## config.mk

```make
export PLATFORM = sky130hd
export DESIGN_NAME = updatable_priority_task_table_flat
export DESIGN_NICKNAME = d
export VERILOG_FILES = /design/src/rtl/upt_pkg.sv /design/src/rtl/upt_if.sv /design/src/rtl/upt_ram.sv /design/src/rtl/upt_datapath.sv /design/src/rtl/upt_ctrl.sv /design/src/rtl/updatable_priority_task_table.sv /design/src/flat_wrapper.sv
export SDC_FILE = /design/constraint.sdc
export NUM_CORES = 2
export LEC_CHECK = 0
export ABC_CLOCK_PERIOD_IN_PS = 5700
export BUFFER_PORTS_ARGS = -buffer_cell sky130_fd_sc_hd__buf_2
export CAP_MARGIN = 20
export CORE_UTILIZATION = 57
export CTS_CLUSTER_DIAMETER = 80
export DETAILED_ROUTE_END_ITERATION = 12
export GPL_TIMING_DRIVEN = 0
export PLACE_DENSITY_LB_ADDON = 0.05
export SYNTH_ARGS = -nofsm -noshare
export SYNTH_HDL_FRONTEND = slang
export SYNTH_HIERARCHICAL = 1
export SYNTH_SLANG_ARGS = --single-unit
```

## constraint.sdc

```tcl
create_clock -name clk_i -period 5.7 [get_ports clk_i]
set_clock_uncertainty 0.15 [all_clocks]
set_input_delay 0 -clock clk_i [delete_from_list [all_inputs] [get_ports clk_i]]
set_output_delay 0 -clock clk_i [all_outputs]
set_load 0.05 [all_outputs]
```

## src/rtl/upt_pkg.sv

```systemverilog
// Package for the updatable priority task table.
// Holds table sizes, the opcode and entry types, and the command and status
// structs between the controller and the datapath. No dependencies.
package upt_pkg;

  localparam int unsigned Capacity  = 64;
  localparam int unsigned IdBits    = 16;
  localparam int unsigned PriBits   = 16;
  localparam int unsigned IdxBits   = $clog2(Capacity);
  localparam int unsigned FieldBits = 16;

  typedef enum logic [1:0] {
    OpAdd    = 2'd0,
    OpEdit   = 2'd1,
    OpRemove = 2'd2,
    OpExec   = 2'd3
  } upt_op_e;

  typedef struct packed {
    logic [IdBits-1:0]  user;
    logic [IdBits-1:0]  key;
    logic [PriBits-1:0] pri;
  } upt_entry_t;

  localparam int unsigned EntryBits = $bits(upt_entry_t);

  typedef struct packed {
    logic capture;
    logic scan;
    logic commit;
    logic load_out;
  } upt_cmd_t;

  typedef struct packed {
    logic scan_last;
    logic need_result;
    logic out_free;
  } upt_sts_t;

endpackage

```

## src/rtl/upt_if.sv

```systemverilog
// Channel interfaces for the updatable priority task table.
// One interface for operation items and one for results; uses upt_pkg.
interface upt_in_if;
  logic                            valid;
  logic                            ready;
  logic [1:0]                      opcode;
  logic [upt_pkg::FieldBits-1:0]   user_id;
  logic [upt_pkg::FieldBits-1:0]   task_id;
  logic [upt_pkg::FieldBits-1:0]   priority_req;

  modport source (output valid, opcode, user_id, task_id, priority_req, input ready);
  modport sink (input valid, opcode, user_id, task_id, priority_req, output ready);
endinterface

interface upt_out_if;
  logic                            valid;
  logic                            ready;
  logic [upt_pkg::FieldBits-1:0]   served_user;
  logic                            queue_empty;
  logic                            add_dropped;

  modport source (output valid, served_user, queue_empty, add_dropped, input ready);
  modport sink (input valid, served_user, queue_empty, add_dropped, output ready);
endinterface

```

## src/rtl/upt_ram.sv

```systemverilog
// Generic single-port-write, single-port-read RAM with registered read data.
// No dependencies.
module upt_ram #(
  parameter int unsigned Width = 8,
  parameter int unsigned Depth = 64,
  localparam int unsigned AddrW = $clog2(Depth)
) (
  input  logic             clk_i,
  input  logic             we_i,
  input  logic [AddrW-1:0] waddr_i,
  input  logic [Width-1:0] wdata_i,
  input  logic             re_i,
  input  logic [AddrW-1:0] raddr_i,
  output logic [Width-1:0] rdata_o
);

  logic [Width-1:0] mem_q [Depth];
  logic [Width-1:0] rdata_q;

  always_ff @(posedge clk_i) begin
    if (we_i) begin
      mem_q[waddr_i] <= wdata_i;
    end
    if (re_i) begin
      rdata_q <= mem_q[raddr_i];
    end
  end

  assign rdata_o = rdata_q;

endmodule

```

## src/rtl/upt_datapath.sv

```systemverilog
// Datapath of the updatable priority task table: entry RAM, valid bits,
// scan counter, key match, free slot and maximum trackers, result register.
// Uses upt_pkg and upt_ram.
module upt_datapath (
  input  logic                          clk_i,
  input  logic                          rst_ni,
  input  upt_pkg::upt_cmd_t             cmd_i,
  output upt_pkg::upt_sts_t             sts_o,
  input  logic [1:0]                    opcode_i,
  input  logic [upt_pkg::FieldBits-1:0] user_id_i,
  input  logic [upt_pkg::FieldBits-1:0] task_id_i,
  input  logic [upt_pkg::FieldBits-1:0] priority_req_i,
  output logic                          out_valid_o,
  input  logic                          out_ready_i,
  output logic [upt_pkg::FieldBits-1:0] served_user_o,
  output logic                          queue_empty_o,
  output logic                          add_dropped_o
);

  upt_pkg::upt_op_e                   op_q;
  logic [upt_pkg::IdBits-1:0]         user_q, key_q;
  logic [upt_pkg::PriBits-1:0]        pri_q;

  logic [upt_pkg::IdxBits-1:0]        cnt_q, cnt_d;
  logic                               rd_vld_q;
  logic [upt_pkg::IdxBits-1:0]        rd_idx_q;
  upt_pkg::upt_entry_t                rd_ent;
  logic [upt_pkg::EntryBits-1:0]      rdata;

  logic [upt_pkg::Capacity-1:0]       vld_q, vld_d;
  logic                               slot_v;

  logic                               hit_q, hit_d;
  logic [upt_pkg::IdxBits-1:0]        hit_idx_q, hit_idx_d;
  logic [upt_pkg::IdBits-1:0]         hit_user_q, hit_user_d;
  logic                               free_q, free_d;
  logic [upt_pkg::IdxBits-1:0]        free_idx_q, free_idx_d;
  logic                               best_q, best_d;
  logic [upt_pkg::IdxBits-1:0]        best_idx_q, best_idx_d;
  logic [upt_pkg::IdBits-1:0]         best_user_q, best_user_d;
  logic [upt_pkg::IdBits-1:0]         best_key_q, best_key_d;
  logic [upt_pkg::PriBits-1:0]        best_pri_q, best_pri_d;

  logic                               we;
  logic [upt_pkg::IdxBits-1:0]        waddr;
  upt_pkg::upt_entry_t                wdata;

  logic                               out_valid_q, out_valid_d;
  logic [upt_pkg::FieldBits-1:0]      served_q;
  logic                               empty_q, dropped_q;
  logic                               need_result;

  upt_ram #(
    .Width(upt_pkg::EntryBits),
    .Depth(upt_pkg::Capacity)
  ) u_ram (
    .clk_i  (clk_i),
    .we_i   (we),
    .waddr_i(waddr),
    .wdata_i(wdata),
    .re_i   (cmd_i.scan),
    .raddr_i(cnt_q),
    .rdata_o(rdata)
  );

  assign rd_ent = upt_pkg::upt_entry_t'(rdata);
  assign slot_v = vld_q[rd_idx_q];

  always_comb begin
    cnt_d = cnt_q;
    if (cmd_i.capture) begin
      cnt_d = '0;
    end else if (cmd_i.scan) begin
      cnt_d = cnt_q + 1'b1;
    end
  end

  // Scan trackers update as each slot's read data comes back.
  always_comb begin
    hit_d       = hit_q;
    hit_idx_d   = hit_idx_q;
    hit_user_d  = hit_user_q;
    free_d      = free_q;
    free_idx_d  = free_idx_q;
    best_d      = best_q;
    best_idx_d  = best_idx_q;
    best_user_d = best_user_q;
    best_key_d  = best_key_q;
    best_pri_d  = best_pri_q;
    if (cmd_i.capture) begin
      hit_d  = 1'b0;
      free_d = 1'b0;
      best_d = 1'b0;
    end else if (rd_vld_q) begin
      if (slot_v && !hit_q && rd_ent.key == key_q) begin
        hit_d      = 1'b1;
        hit_idx_d  = rd_idx_q;
        hit_user_d = rd_ent.user;
      end
      if (!slot_v && !free_q) begin
        free_d     = 1'b1;
        free_idx_d = rd_idx_q;
      end
      if (slot_v && (!best_q || rd_ent.pri > best_pri_q ||
                     (rd_ent.pri == best_pri_q && rd_ent.key > best_key_q))) begin
        best_d      = 1'b1;
        best_idx_d  = rd_idx_q;
        best_user_d = rd_ent.user;
        best_key_d  = rd_ent.key;
        best_pri_d  = rd_ent.pri;
      end
    end
  end

  // Table update at the end of the scan.
  always_comb begin
    we    = 1'b0;
    waddr = hit_idx_q;
    wdata = '{user: user_q, key: key_q, pri: pri_q};
    vld_d = vld_q;
    if (cmd_i.commit) begin
      case (op_q)
        upt_pkg::OpAdd: begin
          if (hit_q) begin
            we = 1'b1;
          end else if (free_q) begin
            we           = 1'b1;
            waddr        = free_idx_q;
            vld_d[free_idx_q] = 1'b1;
          end
        end
        upt_pkg::OpEdit: begin
          if (hit_q) begin
            we    = 1'b1;
            wdata = '{user: hit_user_q, key: key_q, pri: pri_q};
          end
        end
        upt_pkg::OpRemove: begin
          if (hit_q) begin
            vld_d[hit_idx_q] = 1'b0;
          end
        end
        upt_pkg::OpExec: begin
          if (best_q) begin
            vld_d[best_idx_q] = 1'b0;
          end
        end
        default: ;
      endcase
    end
  end

  assign need_result = (op_q == upt_pkg::OpExec) ||
                       (op_q == upt_pkg::OpAdd && !hit_q && !free_q);

  always_comb begin
    out_valid_d = out_valid_q;
    if (cmd_i.load_out) begin
      out_valid_d = 1'b1;
    end else if (out_ready_i) begin
      out_valid_d = 1'b0;
    end
  end

  always_ff @(posedge clk_i or negedge rst_ni) begin
    if (!rst_ni) begin
      cnt_q       <= '0;
      rd_vld_q    <= 1'b0;
      vld_q       <= '0;
      hit_q       <= 1'b0;
      free_q      <= 1'b0;
      best_q      <= 1'b0;
      out_valid_q <= 1'b0;
    end else begin
      cnt_q       <= cnt_d;
      rd_vld_q    <= cmd_i.scan;
      vld_q       <= vld_d;
      hit_q       <= hit_d;
      free_q      <= free_d;
      best_q      <= best_d;
      out_valid_q <= out_valid_d;
    end
  end

  always_ff @(posedge clk_i) begin
    rd_idx_q    <= cnt_q;
    hit_idx_q   <= hit_idx_d;
    hit_user_q  <= hit_user_d;
    free_idx_q  <= free_idx_d;
    best_idx_q  <= best_idx_d;
    best_user_q <= best_user_d;
    best_key_q  <= best_key_d;
    best_pri_q  <= best_pri_d;
    if (cmd_i.capture) begin
      op_q   <= upt_pkg::upt_op_e'(opcode_i);
      user_q <= upt_pkg::IdBits'(user_id_i);
      key_q  <= upt_pkg::IdBits'(task_id_i);
      pri_q  <= upt_pkg::PriBits'(priority_req_i);
    end
    if (cmd_i.load_out) begin
      served_q  <= (op_q == upt_pkg::OpExec && best_q) ?
                   upt_pkg::FieldBits'(best_user_q) : '0;
      empty_q   <= (op_q == upt_pkg::OpExec) && !best_q;
      dropped_q <= (op_q == upt_pkg::OpAdd);
    end
  end

  assign sts_o.scan_last   = (cnt_q == upt_pkg::IdxBits'(upt_pkg::Capacity - 1));
  assign sts_o.need_result = need_result;
  assign sts_o.out_free    = !out_valid_q || out_ready_i;

  assign out_valid_o   = out_valid_q;
  assign served_user_o = served_q;
  assign queue_empty_o = empty_q;
  assign add_dropped_o = dropped_q;

endmodule

```

## src/rtl/upt_ctrl.sv

```systemverilog
// Controller of the updatable priority task table: sequences capture, slot
// scan, table update and result hand-off. Uses upt_pkg.
module upt_ctrl (
  input  logic              clk_i,
  input  logic              rst_ni,
  input  logic              in_valid_i,
  output logic              in_ready_o,
  input  upt_pkg::upt_sts_t sts_i,
  output upt_pkg::upt_cmd_t cmd_o
);

  typedef enum logic [4:0] {
    StIdle   = 5'b00001,
    StScan   = 5'b00010,
    StDrain  = 5'b00100,
    StCommit = 5'b01000,
    StResult = 5'b10000
  } state_e;

  state_e state_q, state_d;

  always_comb begin
    state_d    = state_q;
    in_ready_o = 1'b0;
    cmd_o      = '0;
    unique case (state_q)
      StIdle: begin
        in_ready_o = 1'b1;
        if (in_valid_i) begin
          cmd_o.capture = 1'b1;
          state_d       = StScan;
        end
      end
      StScan: begin
        cmd_o.scan = 1'b1;
        if (sts_i.scan_last) begin
          state_d = StDrain;
        end
      end
      StDrain: begin
        state_d = StCommit;
      end
      StCommit: begin
        cmd_o.commit = 1'b1;
        state_d      = sts_i.need_result ? StResult : StIdle;
      end
      StResult: begin
        if (sts_i.out_free) begin
          cmd_o.load_out = 1'b1;
          state_d        = StIdle;
        end
      end
      default: begin
        state_d = StIdle;
      end
    endcase
  end

  always_ff @(posedge clk_i or negedge rst_ni) begin
    if (!rst_ni) begin
      state_q <= StIdle;
    end else begin
      state_q <= state_d;
    end
  end

endmodule

```

## src/rtl/updatable_priority_task_table.sv

```systemverilog
// Top level of the updatable priority task table.
// Instantiates upt_ctrl and upt_datapath; uses upt_pkg and the upt_in_if and
// upt_out_if channel interfaces.
//
// An operation is taken only while the controller is idle. It is followed by a
// scan of every slot of the entry RAM through its single read port, one slot
// per cycle. Between two operation transfers the controller passes through the
// scan, a drain state for the last read data, a commit state for the table
// update and the idle state in which the next transfer is taken. Add-dropped
// and execute-top operations also pass through a result state that loads the
// result register, which drives the output valid. A result may wait in
// its register while the next operation is scanned; a second result waits
// until the first one is transferred, and so does the input. The valid bits
// are flip-flops cleared by reset, so the block is ready right after reset.
module updatable_priority_task_table (
  input  logic   clk_i,
  input  logic   rst_ni,
  upt_in_if.sink    in_chan_i,
  upt_out_if.source out_chan_o
);

  upt_pkg::upt_cmd_t cmd;
  upt_pkg::upt_sts_t sts;

  upt_ctrl u_ctrl (
    .clk_i     (clk_i),
    .rst_ni    (rst_ni),
    .in_valid_i(in_chan_i.valid),
    .in_ready_o(in_chan_i.ready),
    .sts_i     (sts),
    .cmd_o     (cmd)
  );

  upt_datapath u_datapath (
    .clk_i         (clk_i),
    .rst_ni        (rst_ni),
    .cmd_i         (cmd),
    .sts_o         (sts),
    .opcode_i      (in_chan_i.opcode),
    .user_id_i     (in_chan_i.user_id),
    .task_id_i     (in_chan_i.task_id),
    .priority_req_i(in_chan_i.priority_req),
    .out_valid_o   (out_chan_o.valid),
    .out_ready_i   (out_chan_o.ready),
    .served_user_o (out_chan_o.served_user),
    .queue_empty_o (out_chan_o.queue_empty),
    .add_dropped_o (out_chan_o.add_dropped)
  );

endmodule
```

## src/flat_wrapper.sv

```systemverilog
// flat-port wrapper written by rule: the top's interface ports become plain ports
module updatable_priority_task_table_flat 
  (clk_i, rst_ni, in_chan_i_valid, in_chan_i_opcode, in_chan_i_user_id, in_chan_i_task_id, in_chan_i_priority_req, in_chan_i_ready, out_chan_o_valid, out_chan_o_served_user, out_chan_o_queue_empty, out_chan_o_add_dropped, out_chan_o_ready);
  upt_in_if in_chan_i_i ();
  upt_out_if out_chan_o_i ();
  input  logic clk_i;
  input  logic rst_ni;
  input wire logic [$bits(in_chan_i_i.valid)-1:0] in_chan_i_valid;
  input wire logic [$bits(in_chan_i_i.opcode)-1:0] in_chan_i_opcode;
  input wire logic [$bits(in_chan_i_i.user_id)-1:0] in_chan_i_user_id;
  input wire logic [$bits(in_chan_i_i.task_id)-1:0] in_chan_i_task_id;
  input wire logic [$bits(in_chan_i_i.priority_req)-1:0] in_chan_i_priority_req;
  output wire logic [$bits(in_chan_i_i.ready)-1:0] in_chan_i_ready;
  output wire logic [$bits(out_chan_o_i.valid)-1:0] out_chan_o_valid;
  output wire logic [$bits(out_chan_o_i.served_user)-1:0] out_chan_o_served_user;
  output wire logic [$bits(out_chan_o_i.queue_empty)-1:0] out_chan_o_queue_empty;
  output wire logic [$bits(out_chan_o_i.add_dropped)-1:0] out_chan_o_add_dropped;
  input wire logic [$bits(out_chan_o_i.ready)-1:0] out_chan_o_ready;
  assign in_chan_i_i.valid = in_chan_i_valid;
  assign in_chan_i_i.opcode = in_chan_i_opcode;
  assign in_chan_i_i.user_id = in_chan_i_user_id;
  assign in_chan_i_i.task_id = in_chan_i_task_id;
  assign in_chan_i_i.priority_req = in_chan_i_priority_req;
  assign in_chan_i_ready = in_chan_i_i.ready;
  assign out_chan_o_valid = out_chan_o_i.valid;
  assign out_chan_o_served_user = out_chan_o_i.served_user;
  assign out_chan_o_queue_empty = out_chan_o_i.queue_empty;
  assign out_chan_o_add_dropped = out_chan_o_i.add_dropped;
  assign out_chan_o_i.ready = out_chan_o_ready;
  updatable_priority_task_table u_core (.clk_i(clk_i), .rst_ni(rst_ni), .in_chan_i(in_chan_i_i), .out_chan_o(out_chan_o_i));
endmodule
```

==> results.json <==
{
  "outcome": "finished clean",
  "fin_crit_ns": 5.61,
  "num-fill-cells": 14084,
  "yosys.area_share.simple": 0.0178,
  "endpoint_kind": "register",
  "gp_congestion": 0.892,
  "ctsLongestPathBuffers": 4,
  "clock_sinks": 3356,
  "vias_per_cell": 6.85,
  "clk_pin_slew_ns": 0.06,
  "synth_area_per_cell_um2": 22.0,
  "synth_top_area_frac": 0.764,
  "p_int_uw": 45800,
  "worst-path-max-fanout": 11,
  "cts_tree": "yes",
  "drtIter0Drc": 10419,
  "dpl_cell_area_um2": 138000,
  "finalHoldViolCount": 0,
  "antenna_found_initial": 20,
  "synth_edf_count": 3270,
  "cts_root_buffer": "clkbuf_16",
  "rsz0062_at_grt": "no",
  "cts_made_buffers": 350,
  "timing.hold.ws_ns": 0.130,
  "core-area_um2": 223000,
  "power_uw": 62100,
  "grt_usage": 0.335,
  "wl_um": 380000,
  "ys_async_sr_fraction": 0.0238,
  "dr.pass1.iters": 6,
  "dieArea_um2": 227000,
  "fmax_mhz": 178,
  "grt_max_degree": 65,
  "ys_warn_count": 6,
  "synth_compound_gate_area_share": 0.0387,
  "vias": 67717,
  "cts_max_level": 5,
  "min_path_type": "input port to register",
  "drt_drc_violations_left": 0,
  "p_leak_uw": 0.0478,
  "syn_nets": 5931,
  "grt_pass1_wl_um": 522000,
  "pin_count": 74,
  "antenna_left": 0,
  "synth_area_leaders": "edfxtp_1 76%, mux4_2 13%, dfrtp_1 1.5%",
  "area_growth_pct": 17.3,
  "yosys.area_share.adder": 0.00321,
  "comb_power_share": 0.187,
  "drive_gt1_frac": 0.271,
  "netlist_area_um2": 128000,
  "die_y_um": 477,
  "switching_share": 0.263,
  "max_slew_margin": 0.129,
  "r2r_start": "u_core/u_datapath/cnt_q[3]",
  "initial_utilization": 0.576,
  "power_frac_clock": 0.351,
  "maxCapViolCount": 0,
  "finalSetupViolations": 0,
  "final_area_um2": 151000,
  "worstHoldStart": "in_chan_i_valid",
  "synthXorXnorAreaFrac": 0.00136,
  "cellPowerDensity_nw_per_um2": 412,
  "crit_path_start_kind": "register",
  "synth_ff_type": "edfxtp_1",
  "clk_latency_ns": 0.96,
  "fp.dieW_um": 477,
  "yosys.area.top_type": "edfxtp_1",
  "seqPwrFrac": 0.461,
  "maxSlewViolCount": 0,
  "finalCritPeriodShare": 0.984,
  "placementRows": 173,
  "worst_pin_slew_ns": 1.31,
  "synth_seq_cells": 3356,
  "overflow": 0,
  "power_switching_uw": 16300,
  "ir_drop_uv": 289,
  "syn_inst": 5844,
  "arrival_ns": 6.03,
  "synthDistinctLibCells": 66,
  "grt_pass1_vias": 66306,
  "cp.required_ns": 6.12,
  "synth.area.mux_share": 0.144,
  "crit_start": "u_core/u_datapath/cnt_q[3]",
  "wl_per_cell_um": 38.4,
  "synth_top_family_by_area": "multiplexers",
  "port-buffer-count": 73,
  "fin_nets": 6740,
  "seq_area_frac_synth": 0.781,
  "crit_type": "register to register",
  "hpwl_um": 257000,
  "fin_util": 0.675
}
[Yosys cell counts, types with 8 or more instances]
cell type	count
a211oi_1	32
a21oi_1	218
a221oi_1	83
a22o_1	96
a22oi_1	72
a311oi_1	11
and2_1	10
and3_1	18
buf_1	18
buf_2	99
buf_4	63
buf_6	13
clkbuf_1	126
dfrtp_1	79
edfxtp_1	3270
ha_1	33
inv_1	39
mux2_2	39
mux2i_1	66
mux4_1	8
mux4_2	763
nand2_1	104
nand2b_1	20
nand3_1	23
nand3b_1	9
nand4_1	12
nor2_1	182
nor2b_1	31
nor3_1	22
nor3b_1	8
o21ai_0	8
o221ai_1	28
o22ai_1	144
xor2_1	15
[critical path: stages, from the launching register on]
cell      delay, ns
dfrtp_1        0.90
clkbuf_1       0.59
or2_2          0.22
clkbuf_1       0.71
buf_2          0.66
o22ai_1        0.18
nor2_1         0.46
a21oi_1        0.39
a221oi_1       0.99
[layout by cell type, fill, tap and decap left out, types with 9 or more instances in the layout]
master,synthesis,layout
bufinv_16,0,28
nand4_1,12,12
a21oi_1,218,218
nor2_1,182,119
clkinv_1,0,88
dfrtp_1,79,79
buf_8,0,19
buf_4,63,85
nand2_1,104,104
xor2_1,15,15
and3_1,18,18
ha_1,33,33
a221oi_1,83,83
clkbuf_1,126,197
clkbuf_16,0,356
mux2_2,39,39
buf_16,0,85
clkinv_2,0,46
mux2i_1,66,66
buf_2,99,172
nor3_1,22,19
buf_6,13,14
o22ai_1,144,144
dlygate4sd3_1,0,108
nor2_4,0,63
a311oi_1,11,11
nand2b_1,20,20
buf_1,18,18
nand3b_1,9,9
buf_12,0,145
nand3_1,23,23
a211oi_1,32,32
a22o_1,96,96
mux4_2,763,763
o221ai_1,28,28
and2_1,10,9
edfxtp_1,3270,3270
nor2b_1,31,31
a22oi_1,72,72
inv_1,39,39
[flip-flops by register name (all words and copies together), names as in the netlist, 2 cells and up]
| register | flops |
|---|---|
| u_core/u_datapath/u_ram/mem_q | 3072 |
| u_core/u_datapath/vld_q | 64 |
| u_core/u_datapath/u_ram/rdata_o | 48 |
| u_core/u_datapath/best_key_q | 16 |
| u_core/u_datapath/best_pri_q | 16 |
| u_core/u_datapath/best_user_q | 16 |
| u_core/u_datapath/hit_user_q | 16 |
| u_core/u_datapath/key_q | 16 |
| u_core/u_datapath/pri_q | 16 |
| u_core/u_datapath/served_user_o | 16 |
| u_core/u_datapath/user_q | 16 |
| u_core/u_datapath/best_idx_q | 6 |
| u_core/u_datapath/cnt_q | 6 |
| u_core/u_datapath/free_idx_q | 6 |
| u_core/u_datapath/hit_idx_q | 6 |
| u_core/u_datapath/rd_idx_q | 6 |
| u_core/u_ctrl/state_q | 5 |
| u_core/u_datapath/op_q | 2 |
[routing by layer]
metal  wire length [um]  share of wire  track usage  up-vias
li1                   -              -            -    26523
met1             141000           0.37        0.474    36161
met2             179000           0.47        0.524     4324
met3              44200           0.12       0.0740      707
met4              15000          0.040        0.116        2
met5                 16       0.000042            0        -
[worst paths after layout]
check,end,slack [ns],cells after the start
max reg2reg,u_core/u_datapath/u_ram/rdata_o[37],0.09,8
max,u_core/u_datapath/u_ram/rdata_o[37],0.09,8
min in group asynchronous,u_core/u_datapath/vld_q[37],0.46,4
min reg2reg,u_core/u_datapath/hit_user_q[6],0.30,0
max in group asynchronous,u_core/u_ctrl/state_q[0],4.23,5
min,u_core/u_datapath/user_q[5],0.13,3
[repair_timing]
| action | in CTS | in global routing |
|---|---|---|
| pin swaps | 1 | 7 |
| buffers inserted | 1 | 18 |
| resized for setup | 0 | 0 |
| setup endpoints to repair | 7 | 120 |
| endpoints found under the hold margin | 211 | 2 |
| hold buffers | 107 | 1 |
[area by class of cell]
type	count	area (um2)	share of cell area
diodes	6	15.0	0.0000997
plain buffers	322	1690	0.0112
clock buffers	432	9230	0.0613
clock inverters	173	1510	0.00999
inverters	40	150	0.000997
multi-input cells	2126	26800	0.178
flip-flops and latches	3356	100000	0.666
well taps	2975	3720	0.0247
repair buffers	457	7180	0.0477
[logic make-up (layout without fill, tap and decap cells)]
kind of cell | after synthesis | after routing
DFF | 3356 | 3356
muxes | 876 | 876
AOI/OAI and AO/OA | 722 | 722
and+or+nand+nor | 475 | 475
buffers and inverters | 362 | 1424
adders and majority gates | 33 | 33
xor gates and xnor gates | 20 | 20
other | 0 | 6
[power groups by stage]
stage | registers, uW | clock network [uW] | logic [uW]
after global placement | 29900 | 0 | 10100
after floorplan | 29300 | 0 | 6760
after detailed placement | 29200 | 0 | 11500
final | 28700 | 21800 | 11600
after global routing | 28700 | 23000 | 12100
after CTS | 28600 | 22100 | 11600
[through the flow]
stage / TNS [ns] / setup slack (ns) / std cells
after global placement: - / -3.73 / 8892
after detailed placement: -0.184 / -0.0159 / 9137
after global routing: 0 / 0.000949 / 9886
final: 0 / 0.0913 / 9887
after CTS: 0 / 0.0850 / 9850
after floorplan: 0 / 0.174 / 5844
Power figures use the tool's default switching activity.
